**src/sv/ode_pkg.sv**
```systemverilog
// Shared types and constants for the octahedral direction encoder.
package ode_pkg;

  localparam int unsigned QW         = 17;     // quotient bits, 0..65536
  localparam int unsigned DIV_STAGES = QW;     // one quotient bit per stage
  localparam logic [16:0] UNIT       = 17'd65536;

  typedef struct packed {
    logic       valid;
    logic       ok;
    logic       prec;
    logic [2:0] neg;   // component signs, bit 0 = x
  } ctrl_t;

endpackage

```
**src/sv/ode_lane.sv**
```systemverilog
// Pipelined restoring divider: trunc(mag * 65536 / sum), one bit per stage.
module ode_lane (
  input  logic                      clk,
  input  logic [30:0]               mag,
  input  logic [30:0]               sum,
  output logic [ode_pkg::QW-1:0]    quot
);
  import ode_pkg::*;

  logic [31:0]   rem  [0:DIV_STAGES];
  logic [30:0]   dvs  [0:DIV_STAGES];
  logic [QW-1:0] qacc [0:DIV_STAGES];

  assign rem[0]  = {1'b0, mag};
  assign dvs[0]  = sum;
  assign qacc[0] = '0;

  genvar k;
  generate
    for (k = 0; k < DIV_STAGES; k++) begin : g_stage
      logic [31:0] trial;
      logic        bit_q;
      // first stage holds the integer quotient bit (mag == sum)
      if (k == 0) begin : g_first
        assign trial = rem[k];
      end else begin : g_rest
        assign trial = {rem[k][30:0], 1'b0};
      end
      assign bit_q = (trial >= {1'b0, dvs[k]});
      always_ff @(posedge clk) begin
        rem[k+1]  <= bit_q ? (trial - {1'b0, dvs[k]}) : trial;
        dvs[k+1]  <= dvs[k];
        qacc[k+1] <= {qacc[k][QW-2:0], bit_q};
      end
    end
  endgenerate

  assign quot = qacc[DIV_STAGES];

endmodule

```
**config.mk**
```make
export PLATFORM = sky130hd
export DESIGN_NAME = ode_lane
export DESIGN_NICKNAME = d
export VERILOG_FILES = /design/src/sv/ode_pkg.sv /design/src/sv/ode_lane.sv
export SDC_FILE = /design/constraint.sdc
export NUM_CORES = 2
export LEC_CHECK = 0
export BUFFER_PORTS_ARGS = -buffer_cell sky130_fd_sc_hd__buf_2
export CAP_MARGIN = 0
export CELL_PAD_IN_SITES_DETAIL_PLACEMENT = 1
export CELL_PAD_IN_SITES_GLOBAL_PLACEMENT = 2
export CORE_MARGIN = 10
export CORE_UTILIZATION = 25
export DETAILED_ROUTE_END_ITERATION = 10
export GPL_ROUTABILITY_DRIVEN = 0
export PLACE_DENSITY = 0.63
export SETUP_SLACK_MARGIN = 0.02
export SKIP_LAST_GASP = 1
export SLEW_MARGIN = 20
export SYNTH_ARGS = -nofsm -noshare
export SYNTH_HDL_FRONTEND = slang
export SYNTH_SLANG_ARGS = --single-unit
```
**constraint.sdc**
```tcl
create_clock -name clk -period 3.55 [get_ports clk]
set_input_delay 0.5325 -clock clk [delete_from_list [all_inputs] [get_ports clk]]
set_output_delay 0.5325 -clock clk [all_outputs]
set_load 0.005 [all_outputs]
```
==> summary.md <==
| Metric | Value |
|---|---|
| Outcome | `completed` |
| Post-synthesis cell type count | `87` |
| # diodes | `0` |
| Initial Util | `25.18%` |
| Hold path startpoint | `mag[23]` |
| Critical path class | `reg2reg` |
| Commonest non-fill, non-tap cell in the layout | `dfxtp_1` |
| Cells along the critical path | `inv_2, fa_2, a21o_1, a211o_1, a2111oi_4, o31ai_4, a211o_1, or4_4, a31oi_4, o21ai_4, buf_12, buf_12, mux2_4` |
| Skew-Pair Late Insertion Delay | `around 0.79 ns` |
| Vias | `42550` |
| Die height | `around 490 um` |
| Layout cells sized above 1 | `12.18%` |
| Pleak | `roughly 0.031 uW` |
| Wirelength per Cell | `14.91 um` |
| Synth Register Bits | `1145` |
| Worst-case clock buffer depth | `3` |
| Num rows | `171` |
| Max cap viols | `0` |
| Final setup fails | `0` |
| Vias in the first global route | `46580` |
| Crit path buf inv count | `3` |
| Chip Width | `488.1 um` |
| R2R setup slack | `0.04 ns` |
| Worst rel slew slack | `53.30%` |
| H-Tree Depth | `4` |
| Most frequent cells in the layout | `1139 x dfxtp_1, 633 x inv_1, 525 x ha_1` |
| Nets | `7159` |
| DRC violations left | `0` |
| Setup TNS | `0 ns` |
| Vias per Instance | `~4.5` |
| Initial antenna violation count | `0` |
| Global Route Usage Sum | `11.76%` |
| Power density cells | `1028 nW/um^2` |
| Grt ovf | `0` |
| Max incr delay on CP | `roughly 0.44 ns` |
| Post-synthesis area per instance | `9.032 um^2` |
| Mapped Cells | `6066` |
| Post-synth EDFFs | `0` |
| RSZ-0062 raised after global routing | `yes` |
| Fin crit period | `3.510 ns` |
| Reg2reg start | `dvs[125]$_DFF_P_` |
| Critical path arrival | `4.17 ns` |
| Initial DRC Count | `1149` |
| Worst path top cell family by delay | `compound AO/OA/AOI/OAI gates` |
| Hold EP | `g_stage[1].trial[24]$_DFF_P_` |
| FMAX | `~280 MHz` |
| DRT Pass-1 Iters | `4` |
| Top Ports | `80` |
| First-pass GRT wire length | `232.2 mm` |
| Routed wire length | `141.7 mm` |
| Slowest-stage cell, CP | `or4_4` |
| Worst-path clk slew | `0.05 ns` |
| Worst vdd ir | `489.6 uV` |
| Synthesized Nets | `roughly 6700` |
| Clk root buf | `clkbuf_16` |
| Largest net degree at the start of global routing | `35` |
| Reg-to-reg critical path endpoint | `g_stage[14].trial[2]$_DFF_P_` |
| Number of buffers created by CTS | `142` |
| Synth warn | `0` |
| Max-slew violations | `0` |
| Hold Crit Class | `in2reg` |
| FF-to-FF path depth | `13` |
| Clk_skew | `approximately 0.028 ns` |
| Top FF cell, synth | `dfxtp_1` |
| Clk sinks | `1145` |
| Post-synth ARST share | `0%` |
| CP Max Fanout | `7` |
| Core ar. | `217600 um^2` |
| Power Total | `68910 uW` |
| Layout area overhead | `22.38%` |
| Hold path depth | `3` |
| Critical path startpoint category | `register` |
| Antenna Nets Post-Route | `0` |
| HPWL after DPL | `114.7 mm` |
| Port bufs | `79` |
| CTS tree | `built` |
| Sequential fraction of the synthesis area | `41.84%` |
| Crit end category | `register` |
| Die area | `238300 um^2` |
| Data required, critical path | `between 4 and 5 ns` |
| Mapped Area | `54790 um^2` |
| Final hold violations | `0` |
| Fin crit share | `98.87%` |
| WHS | `~0.073 ns` |
| Worst slew pin tran | `~0.7 ns` |
metal layers:
layer  up-vias  part of all wire, %  track usage, %
li1      21850                    -               -
met1     19930                   39           11.86
met2       450                   53           23.18
met3       323                  2.4           1.932
met4         0                  4.6           5.555
met5         -                    0               0
metrics by stage:
stage | worst slack [ns] | area (um^2) | util, % | instances
detailed placement | -0.2604 | 61030 | 28.05 | 9186
global route | -0.07445 | 67050 | 30.81 | 9505
finish | 0.04021 | 67050 | 30.81 | 9505
global placement | -0.2781 | 61030 | 28.05 | 9186
floorplan | 0.05985 | 54800 | - | 6066
CTS | -0.06050 | 66620 | 30.62 | 9497
logic make-up (layout without fill, tap and decap cells):
logic type | Yosys count | in the layout | synth area share [%]
adders and majority gates | 542 | 542 | 12.60
buffers and inverters | 809 | 1394 | 5.720
AOI/OAI and AO/OA | 1707 | 1707 | 19.19
xor gates and xnor gates | 431 | 431 | 6.890
muxes | 136 | 136 | 2.813
DFF | 1145 | 1145 | 41.84
and+or+nand+nor | 1296 | 1296 | 10.95
state kept, by name, indices dropped and copies added, names as in the netlist:
signal         cells
g_stage.trial    496
quot              17
dvs              496
qacc             136
report_power, final:
part           switching (uW)  total, uW  internal [uW]
sequential               2170      19400          17200
combinational           18900      35200          16300
clock                    5610      14400           8740
cell usage after synthesis, types with 23 or more instances:
master,instances,area (um^2)
inv_1,637,2391
o31ai_1,38,285.3
a21o_1,282,2117
nand2b_1,69,431.7
xor2_1,204,1787
and3_1,44,275.3
o21bai_1,60,450.4
o21ai_1,236,1181
a31oi_1,61,381.6
dfxtp_1,1145,22920
o21a_1,50,375.4
nor2b_1,50,312.8
clkbuf_1,120,450.4
o21ai_0,256,1281
nor3_1,61,305.3
xnor2_1,227,1988
a211oi_1,49,367.9
nor2_1,328,1231
nand2_1,477,1790
a21oi_1,490,2452
mux2_1,109,1227
nand4_1,67,419.2
ha_1,526,6581
nand3_1,94,470.5
o211ai_1,23,172.7
layout make-up:
type | count | area, um^2
clock buffer | 191 | 4103
tap | 2854 | 3571
sequential | 1145 | 22930
multi-input combinational | 4112 | 29260
fill | 25070 | 150500
clock inverter | 50 | 599.3
inverter | 650 | 2440
timing repair buffer | 503 | 4153
what timing repair did:
item	CTS	global route
cloned	1	2
setup buffers	8	7
hold buffers	61	0
hold endpoints to repair	61	0
pin swaps	11	19
setup endpoints to repair	126	257
gates resized for setup	42	76
tightest hold or removal path: stages:
cell and delay, ns:
buf_2 0.11, nor2_1 0.09, a31oi_1 0.05
worst max-delay path by stage:
stage	slack, ns	end	cells past startpoint	startpoint
after floorplan	0.06	g_stage[14].trial[13]$_DFF_P_	12	dvs[124]$_DFF_P_
after global placement	-0.28	g_stage[4].trial[2]$_DFF_P_	13	dvs[434]$_DFF_P_
after detailed placement	-0.26	g_stage[1].trial[2]$_DFF_P_	13	mag[18]
after CTS	-0.06	g_stage[14].trial[2]$_DFF_P_	13	dvs[125]$_DFF_P_
after global routing	-0.07	g_stage[14].trial[2]$_DFF_P_	13	dvs[125]$_DFF_P_
final	0.04	g_stage[14].trial[2]$_DFF_P_	13	dvs[125]$_DFF_P_
Note: power is estimated with default switching activity, not from simulation.
