`src/sv/ode_pkg.sv`:
```
// Shared types and constants for the octahedral direction encoder.
package ode_pkg;

  localparam int unsigned QW         = 17;     // quotient bits, 0..65536
  localparam int unsigned DIV_STAGES = QW;     // one quotient bit per stage
  localparam logic [16:0] UNIT       = 17'd65536;

  typedef struct packed {
    logic       valid;
    logic       ok;
    logic       prec;
    logic [2:0] neg;   // component signs, bit 0 = x
  } ctrl_t;

endpackage

```
`src/sv/ode_merge.sv`:
```
// Merge stage: hemisphere fold, quantization and packing, registered.
module ode_merge (
  input  logic                   clk,
  input  logic                   rst,
  input  ode_pkg::ctrl_t         ctrl,
  input  logic [ode_pkg::QW-1:0] qx,
  input  logic [ode_pkg::QW-1:0] qy,
  input  logic [ode_pkg::QW-1:0] qz,
  output logic                   done,
  output logic [31:0]            packed_code,
  output logic                   encode_ok
);
  import ode_pkg::*;

  logic        fold, neg_u, neg_v;
  logic [16:0] mag_u, mag_v;
  logic [17:0] s_u, s_v;
  logic [15:0] q_u, q_v;
  logic [31:0] code_next;

  function automatic logic [15:0] quant(input logic [17:0] s, input logic prec);
    logic [34:0] p;
    if (prec) p = ({17'd0, s} << 16) - {17'd0, s} + 35'd65536;
    else      p = ({17'd0, s} << 8)  - {17'd0, s} + 35'd65536;
    return p[32:17];
  endfunction

  always_comb begin
    // sign of the truncated quotient, zero counts as plus
    neg_u = ctrl.neg[0] && (qx != '0);
    neg_v = ctrl.neg[1] && (qy != '0);
    fold  = ctrl.neg[2] && (qz != '0);
    mag_u = fold ? (UNIT - qy) : qx;
    mag_v = fold ? (UNIT - qx) : qy;
    s_u   = neg_u ? ({1'b0, UNIT} - {1'b0, mag_u}) : ({1'b0, UNIT} + {1'b0, mag_u});
    s_v   = neg_v ? ({1'b0, UNIT} - {1'b0, mag_v}) : ({1'b0, UNIT} + {1'b0, mag_v});
    q_u   = quant(s_u, ctrl.prec);
    q_v   = quant(s_v, ctrl.prec);
    if (!ctrl.ok)      code_next = '0;
    else if (ctrl.prec) code_next = {q_v, q_u};
    else               code_next = {16'd0, q_v[7:0], q_u[7:0]};
  end

  always_ff @(posedge clk) begin
    if (rst) begin
      done <= 1'b0;
    end else begin
      done <= ctrl.valid;
    end
  end

  always_ff @(posedge clk) begin
    packed_code <= code_next;
    encode_ok   <= ctrl.ok;
  end

  a_reject_zero: assert property (@(posedge clk) disable iff (rst)
    ctrl.valid && !ctrl.ok |=> packed_code == '0 && !encode_ok)
    else $error("rejected transaction produced nonzero code");

  a_narrow_high: assert property (@(posedge clk) disable iff (rst)
    ctrl.valid && !ctrl.prec |=> packed_code[31:16] == '0)
    else $error("8-bit code has upper bits set");

  a_strobe: assert property (@(posedge clk) disable iff (rst)
    done |-> $past(ctrl.valid))
    else $error("strobe without a transaction in flight");

endmodule

```
`config.mk`:
```
export PLATFORM = sky130hd
export DESIGN_NAME = ode_merge
export DESIGN_NICKNAME = d
export VERILOG_FILES = /design/src/sv/ode_pkg.sv /design/src/sv/ode_merge.sv
export SDC_FILE = /design/constraint.sdc
export NUM_CORES = 1
export LEC_CHECK = 0
export BUFFER_PORTS_ARGS = -buffer_cell sky130_fd_sc_hd__buf_2
export CORE_ASPECT_RATIO = 1.1
export CORE_MARGIN = 10
export CORE_UTILIZATION = 40
export CTS_CLUSTER_SIZE = 10
export DETAILED_ROUTE_END_ITERATION = 6
export GPL_TIMING_DRIVEN = 0
export HOLD_SLACK_MARGIN = 0.12
export PLACE_DENSITY = 0.55
export SYNTH_ARGS = -nofsm -noshare
export SYNTH_HDL_FRONTEND = slang
export SYNTH_SLANG_ARGS = --single-unit
```
`constraint.sdc`:
```
create_clock -name clk -period 9.6 [get_ports clk]
set_clock_uncertainty 0.15 [all_clocks]
set_input_delay 1.92 -clock clk [delete_from_list [all_inputs] [get_ports clk]]
set_output_delay 1.92 -clock clk [all_outputs]
set_load 0.005 [all_outputs]
```
==> results of run 1 <==
state kept, by name (all words and copies together), names as in the netlist:
signal and count:
packed_code 32, done 1, encode_ok 1
area by class of cell:
type	instances	area, µm²	area share, %
sequential	34	681	8.26
buffer	48	209	2.53
inverter	60	225	2.73
multi-input combinational	870	6270	76.0
timing repair buffer	84	425	5.16
tap	238	298	3.61
clock buffer	6	139	1.68
cell families (layout without fill, tap and decap cells):
group	count (synthesis)	after routing	share of synthesized area, %
xor gates and xnor gates	108	108	13.2
and+or+nand+nor	377	377	28.8
DFF	34	34	9.27
adders and majority gates	83	83	14.1
buffers and inverters	109	198	5.91
AOI/OAI and AO/OA	279	279	25.5
muxes	23	23	3.22
metal layers:
metal,vias up,share of wire (%),wire [µm]
li1,3913,-,-
met1,3593,48,12000
met2,247,44,10900
met3,28,6.5,1610
met4,0,1.8,460
met5,-,0,0
Yosys cell counts, drive strengths merged (25+ instances only):
library cell  number  area [µm²]
nor4              25         205
xor2              40         358
dfxtp             34         681
o21ai             54         274
ha                80        1000
nand3             35         175
nor2              76         290
inv               60         225
a21o              27         203
clkbuf            32         120
nand2             70         265
nor3              35         186
xnor2             68         611
a21oi             72         360
power groups by stage:
stage / clock network, mW / registers, mW / logic, mW
floorplan: 0 / 0.185 / 0.520
global placement: 0 / 0.178 / 0.707
detailed placement: 0 / 0.178 / 0.710
CTS: 0.161 / 0.175 / 0.714
global route: 0.168 / 0.178 / 0.805
finish: 0.156 / 0.175 / 0.721
worst paths after layout:
kind	cells after the start	to	slack (ps)	from
worst min-delay path	2	done$_SDFF_PP0_	1630	rst
worst max-delay path	31	packed_code[5]$_SDFF_PN0_	550	qz[15]
timing repair:
item | in CTS | in global routing
setup buffers | 0 | 2
resized for setup | 3 | 8
pin swaps | 0 | 3
cloned | 0 | 0
setup endpoints to repair | 8 | 8
==> metrics.yaml, run 1 <==
status:
  outcome: "finished, final reports clean"
yosys:
  synth_cell_type_count: 94
  synth-async-reset-ratio_pct: 0
  ys.flop_type: "dfxtp_1"
  yosys_warnings: 0
  synth.avg_cell_area_um2: 7.25
  yosysSeqAreaShare_pct: 9.27
  synth_edf_count: 0
  syn_nets: 1152
  netlist_instances: 1013
  synthesis.area_mm2: 0.00734
  synth_seq_cells: 34
global_routing:
  grtUsageMet1_pct: 27.7
  grt_most_used_layer: "met2"
  grt_pass1_wl_um: 39600
  gr-usage-met2_pct: 31.6
  grt.overflow.total: 0
  antenna_found_initial: 0
  first_global_vias: 7326
  grtUsageTotal_pct: 20.1
  grt_max_degree: 20
  met3_usage_pct: 3.25
clock_tree:
  clk_pin_slew_ps: 50
  holdBufCountCts: 0
  cts-buffers-inserted: 5
  clock_path_buffers: 2
  tritoncts: "built"
  h-tree-depth: 2
  clock_sinks: 34
  cts_root_buf: "clkbuf_16"
placed_design:
  placedCellCount: 1333
  pre_cts_ws_ps: -1070
  io_buffer_count: 82
  place_area_mm2: 0.00805
  hpwl_um: 20900
  gp_congestion: 0.912
route:
  drcViolationCount: 0
  vias: 7781
  ant_nets: 0
  avgRoutedWirePerCell_um: 18.6
  first_pass_iters: 5
  drtIter0Drc: 577
  routed_wl_um: 24900
  via_per_inst: 5.81
sta:
  fmax_mhz: 110
  max_slew_margin_pct: 43.6
  setup_viol: 0
  grt_setup_unrepaired: "false"
  tightest_slew_ps: 840
  hold_viol: 0
  fin_tns_setup_ps: 0
  fin_ws_ps: 545
  fin_crit_ps: 9050
  report.final.slew_viol_count: 0
  finalHoldWorstSlack_ps: 1630
  fin_crit_sh_pct: 94.3
power:
  p_clk_share_pct: 14.8
  swShare_pct: 46.3
  switching_power_mw: 0.487
  pwr-share-seq_pct: 16.6
  powerDensity_mw_per_mm2: 128
  vdd_drop_max_v: 0.0000923
  power.total_mw: 1.05
  leakagePower_nw: 3.48
  power_frac_comb_pct: 68.5
  internal_power_mw: 0.565
worst_setup_path:
  crit_top_cell: "buf_2"
  critPathTopFamily: "compound AO/OA/AOI/OAI gates"
  start_kind: "input port"
  critPathSlowestCell: "or4_1"
  end_kind: "flip-flop"
  arrival_ps: 9080
  critPathRequiredTime_ps: 9620
  worst_path_largest_cell_delay_ps: 580
  worst-path-max-fanout: 19
  timing.critical_path.buf_inv: 7
  critPathKind: "in2reg"
floorplan:
  ios: 93
  rows: 51
  core_area_mm2: 0.0179
  dieArea_mm2: 0.0242
  floorplan.initialDensity_pct: 41.1
  fp.dieW_um: 149
  dieHeight_um: 162
worst_hold_path:
  hold_class: "in2reg"
cells_and_area:
  fillerInstances: 1906
  final_cells: 1340
  mostFrequentLayoutCell: "buf_2"
  diodes: 0
  fin_area_mm2: 0.00824
  fin_nets: 1242
  post-route-util_pct: 46.1
  most-common-layout-cells: "buf_2, ha_1, nor2_1, a21oi_1, nand2_1"
  layout-drive-gt1-share_pct: 14.4
  syn_to_final_growth_pct: 12.3
job:
  cap_violations: 0
Power figures use the tool's default switching activity.
==> run 2: changes to the inputs <==
==> constraint.sdc (replaced) <==
create_clock -name clk -period 10.46 [get_ports clk]
set_clock_uncertainty 0.15 [all_clocks]
set_input_delay 2.092 -clock clk [delete_from_list [all_inputs] [get_ports clk]]
set_output_delay 2.092 -clock clk [all_outputs]
set_load 0.005 [all_outputs]
==> metrics.yaml, run 2 (same netlist as run 1, synthesis figures left out) <==
status:
  outcome: "finished, final reports clean"
floorplan:
  floorplan.initialDensity_pct: 41.1
  dieArea_mm2: 0.0242
  fp.dieW_um: 149
  ios: 93
  dieHeight_um: 162
  core_area_mm2: 0.0179
  rows: 51
placed_design:
  gp_congestion: 0.912
  io_buffer_count: 82
  pre_cts_ws_ps: -384
  hpwl_um: 20900
sta:
  report.final.slew_viol_count: 0
  hold_viol: 0
  setup_viol: 0
  fin_ws_ps: 762
  max_slew_margin_pct: 40.2
  finalHoldWorstSlack_ps: 1800
  fmax_mhz: 103
  tightest_slew_ps: 890
  fin_crit_sh_pct: 92.7
  grt_setup_unrepaired: "false"
  fin_crit_ps: 9700
cells_and_area:
  mostFrequentLayoutCell: "buf_2"
  diodes: 0
  most-common-layout-cells: "buf_2, ha_1, nor2_1, a21oi_1, nand2_1"
  largest_register_ff_count: 32
  fin_nets: 1241
  reg.largest.list: "packed_code: 32 flops, done: 1 flops, encode_ok: 1 flops"
  post-route-util_pct: 45.9
  syn_to_final_growth_pct: 11.7
  layout-drive-gt1-share_pct: 14.0
  top_register: "packed_code"
  fillerInstances: 1914
clock_tree:
  cts_root_buf: "clkbuf_16"
  holdBufCountCts: 0
  tritoncts: "built"
  h-tree-depth: 2
  clk_pin_slew_ps: 50
  cts-buffers-inserted: 5
  clock_sinks: 34
  clock_path_buffers: 2
route:
  ant_nets: 0
  vias: 7754
  drtIter0Drc: 693
  drcViolationCount: 0
  via_per_inst: 5.79
  avgRoutedWirePerCell_um: 18.6
  routed_wl_um: 24900
  first_pass_iters: 5
global_routing:
  antenna_found_initial: 0
  grt_max_degree: 11
  grt_pass1_wl_um: 39700
  grt.overflow.total: 0
  first_global_vias: 7331
  grtUsageTotal_pct: 20.1
job:
  cap_violations: 0
worst_setup_path:
  worst_path_largest_cell_delay_ps: 580
  critPathSlowestCell: "or4_1"
  critPathKind: "in2reg"
  start_kind: "input port"
  end_kind: "flip-flop"
  critPathRequiredTime_ps: 10480
  arrival_ps: 9720
  timing.critical_path.buf_inv: 7
  critical_path_depth: 31
  crit_top_cell: "buf_2"
  critPathTopFamily: "compound AO/OA/AOI/OAI gates"
  worst-path-max-fanout: 19
power:
  leakagePower_nw: 3.46
  vdd_drop_max_v: 0.0000847
  powerDensity_mw_per_mm2: 117
  power.total_mw: 0.963
worst_hold_path:
  hold_class: "in2reg"
  hold_path_depth: 2
==> run 2: cell types whose count changed in the layout (fill, tap and decap cells not counted), sizes merged <==
cell	delta
clkbuf	-1
==> run 2: final timing paths <==
| kind | start | end |
|---|---|---|
| worst max-delay path | qz[15] | packed_code[5]$_SDFF_PN0_ |
| worst min-delay path | rst | done$_SDFF_PP0_ |
==> run 2: layout make-up <==
cell class	count	area, µm²	share of cell area [%]
buffer	48	206	2.52
clock buffer	6	139	1.69
timing repair buffer	83	418	5.09
inverter	60	225	2.75
tap	238	298	3.63
sequential	34	681	8.30
multi-input combinational	870	6240	76.0
==> run 2: what timing repair did <==
item                       4_1_cts  5_1_grt
setup buffers                    0        1
resized for setup                1        4
cloned                           0        0
hold endpoints to repair         0        0
setup endpoints to repair        1        8
pin swaps                        0        1
==> run 2: per-stage QoR <==
stage,area [µm²],instances,TNS (ps)
2_1_floorplan,7340,1013,0
3_3_place_gp,8050,1333,-922
3_5_place_dp,8050,1333,-861
4_1_cts,8190,1339,0
5_1_grt,8200,1339,0
6_report,8200,1339,0
==> run 2: routing by layer <==
layer | global-route usage [%] | up-vias | share of wire, %
met5 | 0 | - | 0
met3 | 3.25 | 32 | 6.5
met4 | 5.00 | 0 | 2.0
met1 | 27.8 | 3551 | 48
li1 | - | 3919 | -
met2 | 31.6 | 252 | 43
==> run 2: report_power, final <==
part / internal (mW) / leakage (nW) / total (mW) / switching [mW]
Sequential: 0.156 / 0.282 / 0.161 / 0.00455
Combinational: 0.269 / 3.11 / 0.659 / 0.390
Clock: 0.0917 / 0.0688 / 0.143 / 0.0517
